**src/rtl/core/cfa_pkg.sv**
```systemverilog
//------------------------------------------------------------------------------
// cfa_pkg
// Shared constants, types and the CORDIC angle table for the attitude filter.
//------------------------------------------------------------------------------
package cfa_pkg;

  localparam int CORDIC_STEPS_DEF = 16;
  localparam int CORDIC_STEPS_MAX = 24;

  localparam logic [15:0] BLEND_WEIGHT_RST = 16'd64225;
  localparam logic [15:0] TIME_STEP_RST    = 16'd655;

  localparam logic CFG_BLEND_WEIGHT = 1'b0;
  localparam logic CFG_TIME_STEP    = 1'b1;

  // angles in Q.16 degrees; 180 deg fits in 25 bits signed, sums in 26
  localparam int ZW = 26;
  // CORDIC data path: |x|,|y| < 2^25 scaled by 2^14, growth under 1.65
  localparam int CW = 42;

  typedef enum logic [2:0] {
    ST_IDLE,
    ST_SQRT,
    ST_ROLL,
    ST_PITCH,
    ST_BLEND,
    ST_OUT
  } state_t;

  function automatic logic [ZW-1:0] atan_q16(input logic [4:0] i);
    logic [ZW-1:0] r;
    case (i)
      5'd0:  r = ZW'(2949120);
      5'd1:  r = ZW'(1740967);
      5'd2:  r = ZW'(919879);
      5'd3:  r = ZW'(466945);
      5'd4:  r = ZW'(234379);
      5'd5:  r = ZW'(117304);
      5'd6:  r = ZW'(58666);
      5'd7:  r = ZW'(29335);
      5'd8:  r = ZW'(14668);
      5'd9:  r = ZW'(7334);
      5'd10: r = ZW'(3667);
      5'd11: r = ZW'(1833);
      5'd12: r = ZW'(917);
      5'd13: r = ZW'(458);
      5'd14: r = ZW'(229);
      5'd15: r = ZW'(115);
      5'd16: r = ZW'(57);
      5'd17: r = ZW'(29);
      5'd18: r = ZW'(14);
      5'd19: r = ZW'(7);
      5'd20: r = ZW'(4);
      5'd21: r = ZW'(2);
      5'd22: r = ZW'(1);
      default: r = '0;
    endcase
    return r;
  endfunction

endpackage

```
**src/rtl/core/cfa_isqrt.sv**
```systemverilog
//------------------------------------------------------------------------------
// cfa_isqrt
// Digit-by-digit integer square root, one result bit per cycle.
//------------------------------------------------------------------------------
module cfa_isqrt (
  input  logic        clk,
  input  logic        start,
  input  logic [47:0] radicand,
  output logic        done,
  output logic [23:0] root
);

  logic [47:0] rem_v;
  logic [49:0] acc;
  logic [23:0] q;
  logic [4:0]  cnt;
  logic        busy;
  logic [49:0] trial;
  logic [49:0] shifted;

  assign shifted = {acc[47:0], rem_v[47:46]};
  assign trial   = {24'd0, q, 2'b01};

  always_ff @(posedge clk) begin
    done <= 1'b0;
    if (start) begin
      rem_v <= radicand;
      acc   <= '0;
      q     <= '0;
      cnt   <= 5'd0;
      busy  <= 1'b1;
    end else if (busy) begin
      rem_v <= {rem_v[45:0], 2'b00};
      if (shifted >= trial) begin
        acc <= shifted - trial;
        q   <= {q[22:0], 1'b1};
      end else begin
        acc <= shifted;
        q   <= {q[22:0], 1'b0};
      end
      cnt <= cnt + 5'd1;
      if (cnt == 5'd23) begin
        busy <= 1'b0;
        done <= 1'b1;
      end
    end
  end

  assign root = q;

endmodule

```
**src/rtl/core/cfa_cordic.sv**
```systemverilog
//------------------------------------------------------------------------------
// cfa_cordic
// Iterative CORDIC vectoring unit, one micro-rotation per cycle.
//------------------------------------------------------------------------------
module cfa_cordic #(
  parameter int CORDIC_STEPS = cfa_pkg::CORDIC_STEPS_DEF
) (
  input  logic        clk,
  input  logic        start,
  input  logic signed [25:0] xin,
  input  logic signed [25:0] yin,
  output logic        done,
  output logic signed [23:0] angle
);

  localparam int CW = cfa_pkg::CW;
  localparam int ZW = cfa_pkg::ZW;

  logic signed [CW-1:0] x, y;
  logic signed [ZW-1:0] z;
  logic [4:0] i;
  logic       busy;
  logic signed [CW-1:0] xs, ys;
  logic signed [CW-1:0] xi, yi;
  logic signed [ZW-1:0] a;
  logic signed [ZW-1:0] zr;

  assign xs = x >>> i;
  assign ys = y >>> i;
  assign a  = $signed(cfa_pkg::atan_q16(i));
  assign xi = CW'(xin) <<< 14;
  assign yi = CW'(yin) <<< 14;
  assign zr = z + ZW'(128);

  always_ff @(posedge clk) begin
    done <= 1'b0;
    if (start) begin
      i <= 5'd0;
      if (xin == 0 && yin == 0) begin
        x <= '0; y <= '0; z <= '0;
        busy <= 1'b0;
        done <= 1'b1;
      end else begin
        busy <= 1'b1;
        if (xin < 0) begin
          x <= -xi;
          y <= -yi;
          z <= (yin >= 0) ? ZW'(180 * 65536) : -ZW'(180 * 65536);
        end else begin
          x <= xi;
          y <= yi;
          z <= '0;
        end
      end
    end else if (busy) begin
      if (y >= 0) begin
        x <= x + ys;
        y <= y - xs;
        z <= z + a;
      end else begin
        x <= x - ys;
        y <= y + xs;
        z <= z - a;
      end
      i <= i + 5'd1;
      if (32'(i) == CORDIC_STEPS - 1) begin
        busy <= 1'b0;
        done <= 1'b1;
      end
    end
  end

  assign angle = 24'(zr >>> 8);

endmodule

```
**src/rtl/core/cfa_mac.sv**
```systemverilog
//------------------------------------------------------------------------------
// cfa_mac
// Bit-serial signed multiplier: 16-bit unsigned by signed operand, 1 bit/cycle.
//------------------------------------------------------------------------------
module cfa_mac (
  input  logic        clk,
  input  logic        start,
  input  logic [15:0] mul_u,
  input  logic signed [32:0] mul_s,
  output logic        done,
  output logic signed [49:0] prod
);

  logic [15:0] m;
  logic signed [49:0] addend;
  logic [4:0]  cnt;
  logic        busy;

  always_ff @(posedge clk) begin
    done <= 1'b0;
    if (start) begin
      m      <= mul_u;
      addend <= 50'(mul_s);
      prod   <= '0;
      cnt    <= '0;
      busy   <= 1'b1;
    end else if (busy) begin
      if (m[0]) prod <= prod + addend;
      m      <= m >> 1;
      addend <= addend <<< 1;
      cnt    <= cnt + 5'd1;
      if (cnt == 5'd15) begin
        busy <= 1'b0;
        done <= 1'b1;
      end
    end
  end

endmodule

```
**src/rtl/core/complementary_filter_attitude.sv**
```systemverilog
//------------------------------------------------------------------------------
// complementary_filter_attitude
// Roll/pitch/yaw complementary filter for one IMU sample per transaction.
//------------------------------------------------------------------------------
// Input stream s_axis carries one IMU sample per transaction; the output
// stream m_axis carries roll, pitch and yaw for that sample. Exactly one
// result per input, in order.
// Items are processed one at a time. After the accept come the square root,
// then roll and pitch vectoring on the shared CORDIC (each skipped when both
// operands are zero), then seven bit-serial multiplies whose results fill the
// result register. The next sample is accepted only once that result has been
// taken. The serial multiplier and the shared CORDIC set the time per sample.
// The result sits in an output register; s_axis_tready stays low until
// it is taken, so a stalled receiver simply holds the block.
// Reset (rst, synchronous) zeroes the estimates and yaw, loads blend_weight
// = 64225 and time_step = 655. The user writes configuration with cfg_we /
// cfg_addr / cfg_wdata only while idle (unchecked); indexes above 1 are ignored.
//------------------------------------------------------------------------------
module complementary_filter_attitude #(
  parameter int CORDIC_STEPS = cfa_pkg::CORDIC_STEPS_DEF
) (
  input  logic         clk,
  input  logic         rst,
  input  logic         cfg_we,
  input  logic [0:0]   cfg_addr,
  input  logic [15:0]  cfg_wdata,
  input  logic         s_axis_tvalid,
  output logic         s_axis_tready,
  // accel_x, accel_y, accel_z, gyro_x_rate, gyro_y_rate, gyro_z_rate
  input  logic [111:0] s_axis_tdata,
  output logic         m_axis_tvalid,
  input  logic         m_axis_tready,
  // roll_deg, pitch_deg, yaw_deg
  output logic [79:0]  m_axis_tdata
);

  cfa_pkg::state_t state, state_next;

  logic [15:0] blend_weight, time_step;
  logic signed [23:0] roll_est, pitch_est;
  logic [31:0] yaw_acc;

  logic signed [15:0] ax, ay, az;
  logic signed [19:0] gx, gy, gz;
  logic signed [23:0] roll_meas, pitch_meas;
  logic signed [24:0] dx, dy;

  logic [3:0] mstep;
  logic       sq_start, sq_done, co_start, co_done, mu_start, mu_done;
  logic [23:0] mag;
  logic signed [23:0] co_angle;
  logic signed [25:0] co_x, co_y;
  logic [15:0] mu_u;
  logic signed [32:0] mu_s;
  logic signed [49:0] mu_p, part;
  logic [47:0] sq_in;
  logic [32:0] sum_sq;

  // square root starts on the accept edge, so it takes the sample straight from the bus
  assign sum_sq =
    33'($unsigned(32'($signed(s_axis_tdata[31:16]) * $signed(s_axis_tdata[31:16])))) +
    33'($unsigned(32'($signed(s_axis_tdata[47:32]) * $signed(s_axis_tdata[47:32]))));
  assign sq_in  = {sum_sq[31:0], 16'd0};

  cfa_isqrt u_sqrt (
    .clk, .start(sq_start), .radicand(sq_in), .done(sq_done), .root(mag)
  );

  cfa_cordic #(.CORDIC_STEPS(CORDIC_STEPS)) u_cordic (
    .clk, .start(co_start), .xin(co_x), .yin(co_y), .done(co_done),
    .angle(co_angle)
  );

  cfa_mac u_mac (
    .clk, .start(mu_start), .mul_u(mu_u), .mul_s(mu_s), .done(mu_done),
    .prod(mu_p)
  );

  // pitch vectoring is started from ST_ROLL
  assign co_x = (state == cfa_pkg::ST_ROLL) ? 26'($signed({1'b0, mag})) : 26'(az);
  assign co_y = (state == cfa_pkg::ST_ROLL) ? -(26'(ax) <<< 8) : 26'(ay);

  // multiply schedule
  logic [15:0] gw;
  logic [16:0] gc;
  assign gw = blend_weight;
  assign gc = 17'd65536 - 17'(gw);

  always_comb begin
    mu_u = time_step;
    mu_s = '0;
    case (mstep)
      4'd0: begin mu_u = time_step; mu_s = 33'(gx); end
      4'd1: begin mu_u = time_step; mu_s = 33'(gy); end
      4'd2: begin mu_u = time_step; mu_s = 33'(gz); end
      4'd3: begin mu_u = gw; mu_s = 33'(roll_est) + 33'(dx); end
      4'd4: begin mu_u = gc[15:0]; mu_s = 33'(roll_meas); end
      4'd5: begin mu_u = gw; mu_s = 33'(pitch_est) + 33'(dy); end
      4'd6: begin mu_u = gc[15:0]; mu_s = 33'(pitch_meas); end
      default: ;
    endcase
  end

  logic signed [49:0] rs16;
  logic signed [49:0] gcp;
  logic signed [23:0] sat;
  // gc == 65536 (weight zero): low 16 bits multiply by 0, add acc << 16
  assign gcp  = gc[16] ? (50'((mstep == 4'd6) ? pitch_meas : roll_meas) <<< 16) : '0;
  assign rs16 = (part + mu_p + gcp + 50'sd32768) >>> 16;
  always_comb begin
    if (rs16 > 50'sd8388607) sat = 24'sh7FFFFF;
    else if (rs16 < -50'sd8388608) sat = -24'sh800000;
    else sat = rs16[23:0];
  end
  logic signed [49:0] dround;
  assign dround = (mu_p + 50'sd32768) >>> 16;

  always_ff @(posedge clk) begin
    if (rst) state <= cfa_pkg::ST_IDLE;
    else state <= state_next;
  end

  always_comb begin
    state_next = state;
    sq_start = 1'b0;
    co_start = 1'b0;
    case (state)
      cfa_pkg::ST_IDLE:  if (s_axis_tvalid) state_next = cfa_pkg::ST_SQRT;
      cfa_pkg::ST_SQRT:  if (sq_done) begin
        state_next = cfa_pkg::ST_ROLL;
        co_start = 1'b1;
      end
      cfa_pkg::ST_ROLL:  if (co_done) begin
        state_next = cfa_pkg::ST_PITCH;
        co_start = 1'b1;
      end
      cfa_pkg::ST_PITCH: if (co_done) state_next = cfa_pkg::ST_BLEND;
      cfa_pkg::ST_BLEND: if (mu_done && mstep == 4'd6) state_next = cfa_pkg::ST_OUT;
      cfa_pkg::ST_OUT:   if (m_axis_tready) state_next = cfa_pkg::ST_IDLE;
      default: state_next = cfa_pkg::ST_IDLE;
    endcase
    if (state == cfa_pkg::ST_IDLE && s_axis_tvalid) sq_start = 1'b1;
  end

  assign s_axis_tready = (state == cfa_pkg::ST_IDLE);
  assign m_axis_tvalid = (state == cfa_pkg::ST_OUT);
  assign m_axis_tdata  = {yaw_acc, pitch_est, roll_est};

  always_ff @(posedge clk) begin
    if (rst) begin
      blend_weight <= cfa_pkg::BLEND_WEIGHT_RST;
      time_step    <= cfa_pkg::TIME_STEP_RST;
      roll_est     <= '0;
      pitch_est    <= '0;
      yaw_acc      <= '0;
      mu_start     <= 1'b0;
      mstep        <= '0;
    end else begin
      mu_start <= 1'b0;
      if (cfg_we) begin
        case (cfg_addr)
          cfa_pkg::CFG_BLEND_WEIGHT: blend_weight <= cfg_wdata;
          cfa_pkg::CFG_TIME_STEP:    time_step    <= cfg_wdata;
          default: ;
        endcase
      end
      if (state == cfa_pkg::ST_IDLE && s_axis_tvalid) begin
        ax <= s_axis_tdata[15:0];
        ay <= s_axis_tdata[31:16];
        az <= s_axis_tdata[47:32];
        gx <= s_axis_tdata[67:48];
        gy <= s_axis_tdata[87:68];
        gz <= s_axis_tdata[107:88];
      end
      if (state == cfa_pkg::ST_ROLL && co_done) roll_meas <= co_angle;
      if (state == cfa_pkg::ST_PITCH && co_done) begin
        pitch_meas <= co_angle;
        mstep      <= 4'd0;
        mu_start   <= 1'b1;
      end
      if (state == cfa_pkg::ST_BLEND && mu_done) begin
        case (mstep)
          4'd0: dx <= 25'(dround);
          4'd1: dy <= 25'(dround);
          4'd2: yaw_acc <= yaw_acc + 32'(dround);
          4'd3: part <= mu_p;
          4'd4: roll_est <= sat;
          4'd5: part <= mu_p;
          4'd6: pitch_est <= sat;
          default: ;
        endcase
        if (mstep != 4'd6) begin
          mstep    <= mstep + 4'd1;
          mu_start <= 1'b1;
        end
      end
    end
  end

endmodule

```
**config.mk**
```make
export PLATFORM = sky130hd
export DESIGN_NAME = complementary_filter_attitude
export DESIGN_NICKNAME = d
export VERILOG_FILES = /design/src/rtl/core/cfa_pkg.sv /design/src/rtl/core/cfa_isqrt.sv /design/src/rtl/core/cfa_cordic.sv /design/src/rtl/core/cfa_mac.sv /design/src/rtl/core/complementary_filter_attitude.sv
export SDC_FILE = /design/constraint.sdc
export NUM_CORES = 2
export LEC_CHECK = 0
export ABC_AREA = 1
export BUFFER_PORTS_ARGS = -buffer_cell sky130_fd_sc_hd__buf_2
export CAP_MARGIN = 15
export CORE_UTILIZATION = 41
export DETAILED_ROUTE_END_ITERATION = 10
export PLACE_DENSITY = 0.7
export SYNTH_ARGS = -nofsm -noshare
export SYNTH_HDL_FRONTEND = slang
export SYNTH_HIERARCHICAL = 1
export SYNTH_SLANG_ARGS = --single-unit
export TNS_END_PERCENT = 10
```
**constraint.sdc**
```tcl
create_clock -name clk -period 8.7 [get_ports clk]
set_input_delay 0.87 -clock clk [delete_from_list [all_inputs] [get_ports clk]]
set_output_delay 0.87 -clock clk [all_outputs]
set_load 0.01 [all_outputs]
```
==> impl_metrics.env <==
export IMPL_ys_ff_latch=765
export IMPL_cp_max_fo=22
export IMPL_grt_overflow_total=0
export IMPL_drt_iter0_drc=7624
export IMPL_drtAntennaViolNets=0
export IMPL_wire_per_inst_um=18.01
export IMPL_path_buf_inv=6
export IMPL_clock_sinks=765
export IMPL_fillers=19940
export IMPL_rr_startpoint="blend_weight[0]"
export IMPL_worstPathArrival_ps=7970
export IMPL_drc=0
export IMPL_syn_area_per_cell_um2=7.076
export IMPL_synth_edf_count=480
export IMPL_grt_first_pass_wirelength_um=395900
export IMPL_holdCritPathClass="input port to register"
export IMPL_die_area_um2=198700
export IMPL_vias=74160
export IMPL_grt_busiest_layer="met2"
export IMPL_tns_ps=0
export IMPL_area_growth_pct=8.494
export IMPL_post_route_min_period_ps=7482
export IMPL_numCtsBuffers=89
export IMPL_report_final_slew_viol_count=0
export IMPL_hold_violations=0
export IMPL_cts_max_path_buffers=3
export IMPL_post_route_cells_drive_above_1_share_pct=6.589
export IMPL_cts_setup_buffers=0
export IMPL_fmax_mhz=133.6
export IMPL_met3_usage_pct=3.266
export IMPL_antenna_found_initial=17
export IMPL_rsz0062_at_grt="no"
export IMPL_dp_worst_setup_slack_ps=483.5
export IMPL_initial_core_util_pct=41.37
export IMPL_drv_cap=0
export IMPL_htreeDepth=3
export IMPL_ys_warn_count=6
export IMPL_cp_required_ps=9190
export IMPL_grt_max_degree=94
export IMPL_drt_wl_total_um=255600
export IMPL_cpMostUsedCell="fa_1"
export IMPL_finClkSkew_ps=73.43
export IMPL_seq_area_frac_synth_pct=24.91
export IMPL_gp_congestion=1.065
export IMPL_ys_types=77
export IMPL_cp_end_kind="register"
export IMPL_chipWidth_um=445.8
export IMPL_worst_slack_ps=1218
export IMPL_root_buffer="clkbuf_16"
export IMPL_finalCritPeriodShare_pct=86.00
export IMPL_crit_slowest_cell="fa_1"
export IMPL_insertion_delay_ps=760
export IMPL_worstMarginPinSlew_ps=1181
export IMPL_synth_async_reset_ratio_pct=0
export IMPL_pin_count=216
export IMPL_postCtsResizedCells=0
export IMPL_hold_buffers=0
export IMPL_first_global_vias=70280
export IMPL_syn_area_um2=80750
export IMPL_vias_per_cell=5.224
export IMPL_timing_slew_headroom_pct=21.26
export IMPL_crit_family="adder cells"
export IMPL_drt_pass1_iterations=10
export IMPL_cp_startpoint="s_axis_tdata[31]"
export IMPL_final_area_um2=87610
export IMPL_slowest_delay_ps=760
export IMPL_post_dp_cell_area_um2=84400
export IMPL_place_hpwl_um=205700
export IMPL_cp_start_kind="input port"
export IMPL_setup_viol=0
export IMPL_use_met2_pct=40.83
export IMPL_clk_pin_slew_ps=70
export IMPL_netlist_instances=11410
export IMPL_crit_chain="buf_2 -> nand2_1 -> inv_1 -> fa_1 -> fa_1 -> inv_1 -> fa_1 -> inv_1 -> fa_1 -> inv_1 -> fa_1 -> fa_1 -> fa_1 -> inv_1 -> fa_1 -> ha_1 -> a21oi_1 -> nor3_1 -> a2111oi_0 -> o211ai_1 -> xor2_1 -> nand2_1 -> nand2_1"
export IMPL_io_buffers=211
export IMPL_grt_util_met1_pct=33.79
export IMPL_cts_tree="yes"
export IMPL_coreArea_um2=195200
export IMPL_hold_path_startpoint="s_axis_tdata[88]"
export IMPL_nets=12690
export IMPL_ys_flop_type="edfxtp_1"
export IMPL_status="finished, final reports clean"
export IMPL_path_class="input port to register"
export IMPL_grt_use_total_pct=25.38
export IMPL_rows=162
export IMPL_die_h_um=445.8
export IMPL_post_route_util_pct=44.88
area by class of cell:
class / count / area (um2) / area share (%)
Multi-Input combinational cell: 8372 / 51900 / 59.24
Sequential cell: 765 / 20130 / 22.98
Inverter: 1958 / 7352 / 8.392
Tap cell: 2624 / 3283 / 3.747
Clock buffer: 112 / 2505 / 2.859
Timing Repair Buffer: 301 / 1747 / 1.994
Clock inverter: 56 / 676.9 / 0.7726
Antenna cell: 6 / 15.01 / 0.01714
registers in the layout (all words and copies together), names as in the netlist, 25 cells and up:
name          cells
dx               25
dy               25
part             50
u_cordic/x       42
u_cordic/y       42
u_cordic/z       26
u_mac/addend     50
u_mac/prod       50
u_sqrt/acc       48
u_sqrt/rem_v     48
yaw_acc          32
worst reg2reg max path, delay by kind of cell, from the launching register on:
kind	cells	cell delay, ps
and+or+nand+nor	16	2590
DFF	1	310
buffers and inverters	7	740
adders and majority gates	3	1040
AOI/OAI and AO/OA	5	1390
cell usage after synthesis (12+ instances only):
| library cell | n | area share [%] |
|---|---|---|
| xor2_1 | 237 | 2.6 |
| o21a_1 | 30 | 0.28 |
| or2_2 | 30 | 0.23 |
| ha_1 | 505 | 7.8 |
| buf_4 | 21 | 0.20 |
| a21boi_0 | 12 | 0.11 |
| clkbuf_1 | 197 | 0.92 |
| xnor2_1 | 120 | 1.3 |
| nand2_1 | 3215 | 15 |
| buf_6 | 17 | 0.24 |
| inv_2 | 65 | 0.30 |
| dfxtp_1 | 285 | 7.1 |
| nand3_1 | 882 | 5.5 |
| o211ai_1 | 47 | 0.44 |
| o21ai_0 | 449 | 2.8 |
| inv_1 | 1889 | 8.8 |
| a21oi_1 | 536 | 3.3 |
| edfxtp_1 | 480 | 18 |
| nand2_2 | 62 | 0.48 |
| nor2_4 | 13 | 0.18 |
| a221oi_1 | 22 | 0.24 |
| a21o_1 | 31 | 0.29 |
| o21bai_1 | 47 | 0.44 |
| fa_1 | 560 | 14 |
| buf_1 | 38 | 0.18 |
| nand4_1 | 104 | 0.81 |
| o22ai_1 | 31 | 0.24 |
| nor3_1 | 104 | 0.64 |
| o221ai_1 | 17 | 0.18 |
| nor2_1 | 997 | 4.6 |
| buf_2 | 57 | 0.35 |
| nor4_1 | 33 | 0.26 |
| nor3_2 | 16 | 0.20 |
| o21ai_1 | 45 | 0.28 |
| nand3b_1 | 13 | 0.12 |
| a31oi_1 | 36 | 0.28 |
| nor2_2 | 50 | 0.39 |
layer usage:
layer	share of wire, %	vias to the layer above
li1	-	36410
met1	42	34530
met2	45	2753
met3	7.5	459
met4	5.1	6
met5	0.016	-
stage by stage:
stage	hold WS, ps	cells
after global routing	274.5	14190
after global placement	432.2	14020
after floorplan	417.9	11430
final	291.4	14190
after detailed placement	438.9	14020
after CTS	244.5	14190
logic make-up after synthesis:
| kind of cell | count (synthesis) | share of synthesized area, % |
|---|---|---|
| AOI/OAI and AO/OA | 1377 | 9.670 |
| xor gates and xnor gates | 359 | 3.920 |
| adders and majority gates | 1065 | 21.71 |
| buffers and inverters | 2290 | 11.02 |
| DFF | 765 | 24.91 |
| muxes | 1 | 0.01240 |
| other | 1 | 0.004644 |
| and+or+nand+nor | 5554 | 28.76 |
cells in the final DEF (no fill, tap or decap), types with 30 or more instances in the layout:
cell type and instances:
nor2_1 985, o21ai_1 45, buf_2 210, fa_1 560
a21oi_1 535, nand2_1 3214, or2_2 30, nor3_1 101
inv_2 67, a21o_1 31, nor2_2 53, nand3_1 882
xor2_1 237, nor4_1 33, edfxtp_1 480, nand2_2 63
nand4_1 104, o21ai_0 449, dfxtp_1 279, inv_1 1886
ha_1 505, o21a_1 30, a31oi_1 36, o22ai_1 31
buf_4 90, o211ai_1 47, xnor2_1 120, o21bai_1 47
clkbuf_16 94
path summary, 6_finish.rpt:
path / end / slack, ps / depth (start not counted)
max: u_sqrt/rem_v[46] / 1220 / 23
min: gz[0] / 290 / 1
max reg2reg: roll_est[2] / 2540 / 31
min reg2reg: u_sqrt/acc[47] / 450 / 2
Power is not shown: default switching activity piles up to over one toggle a cycle in this logic, so the estimate is an artifact.
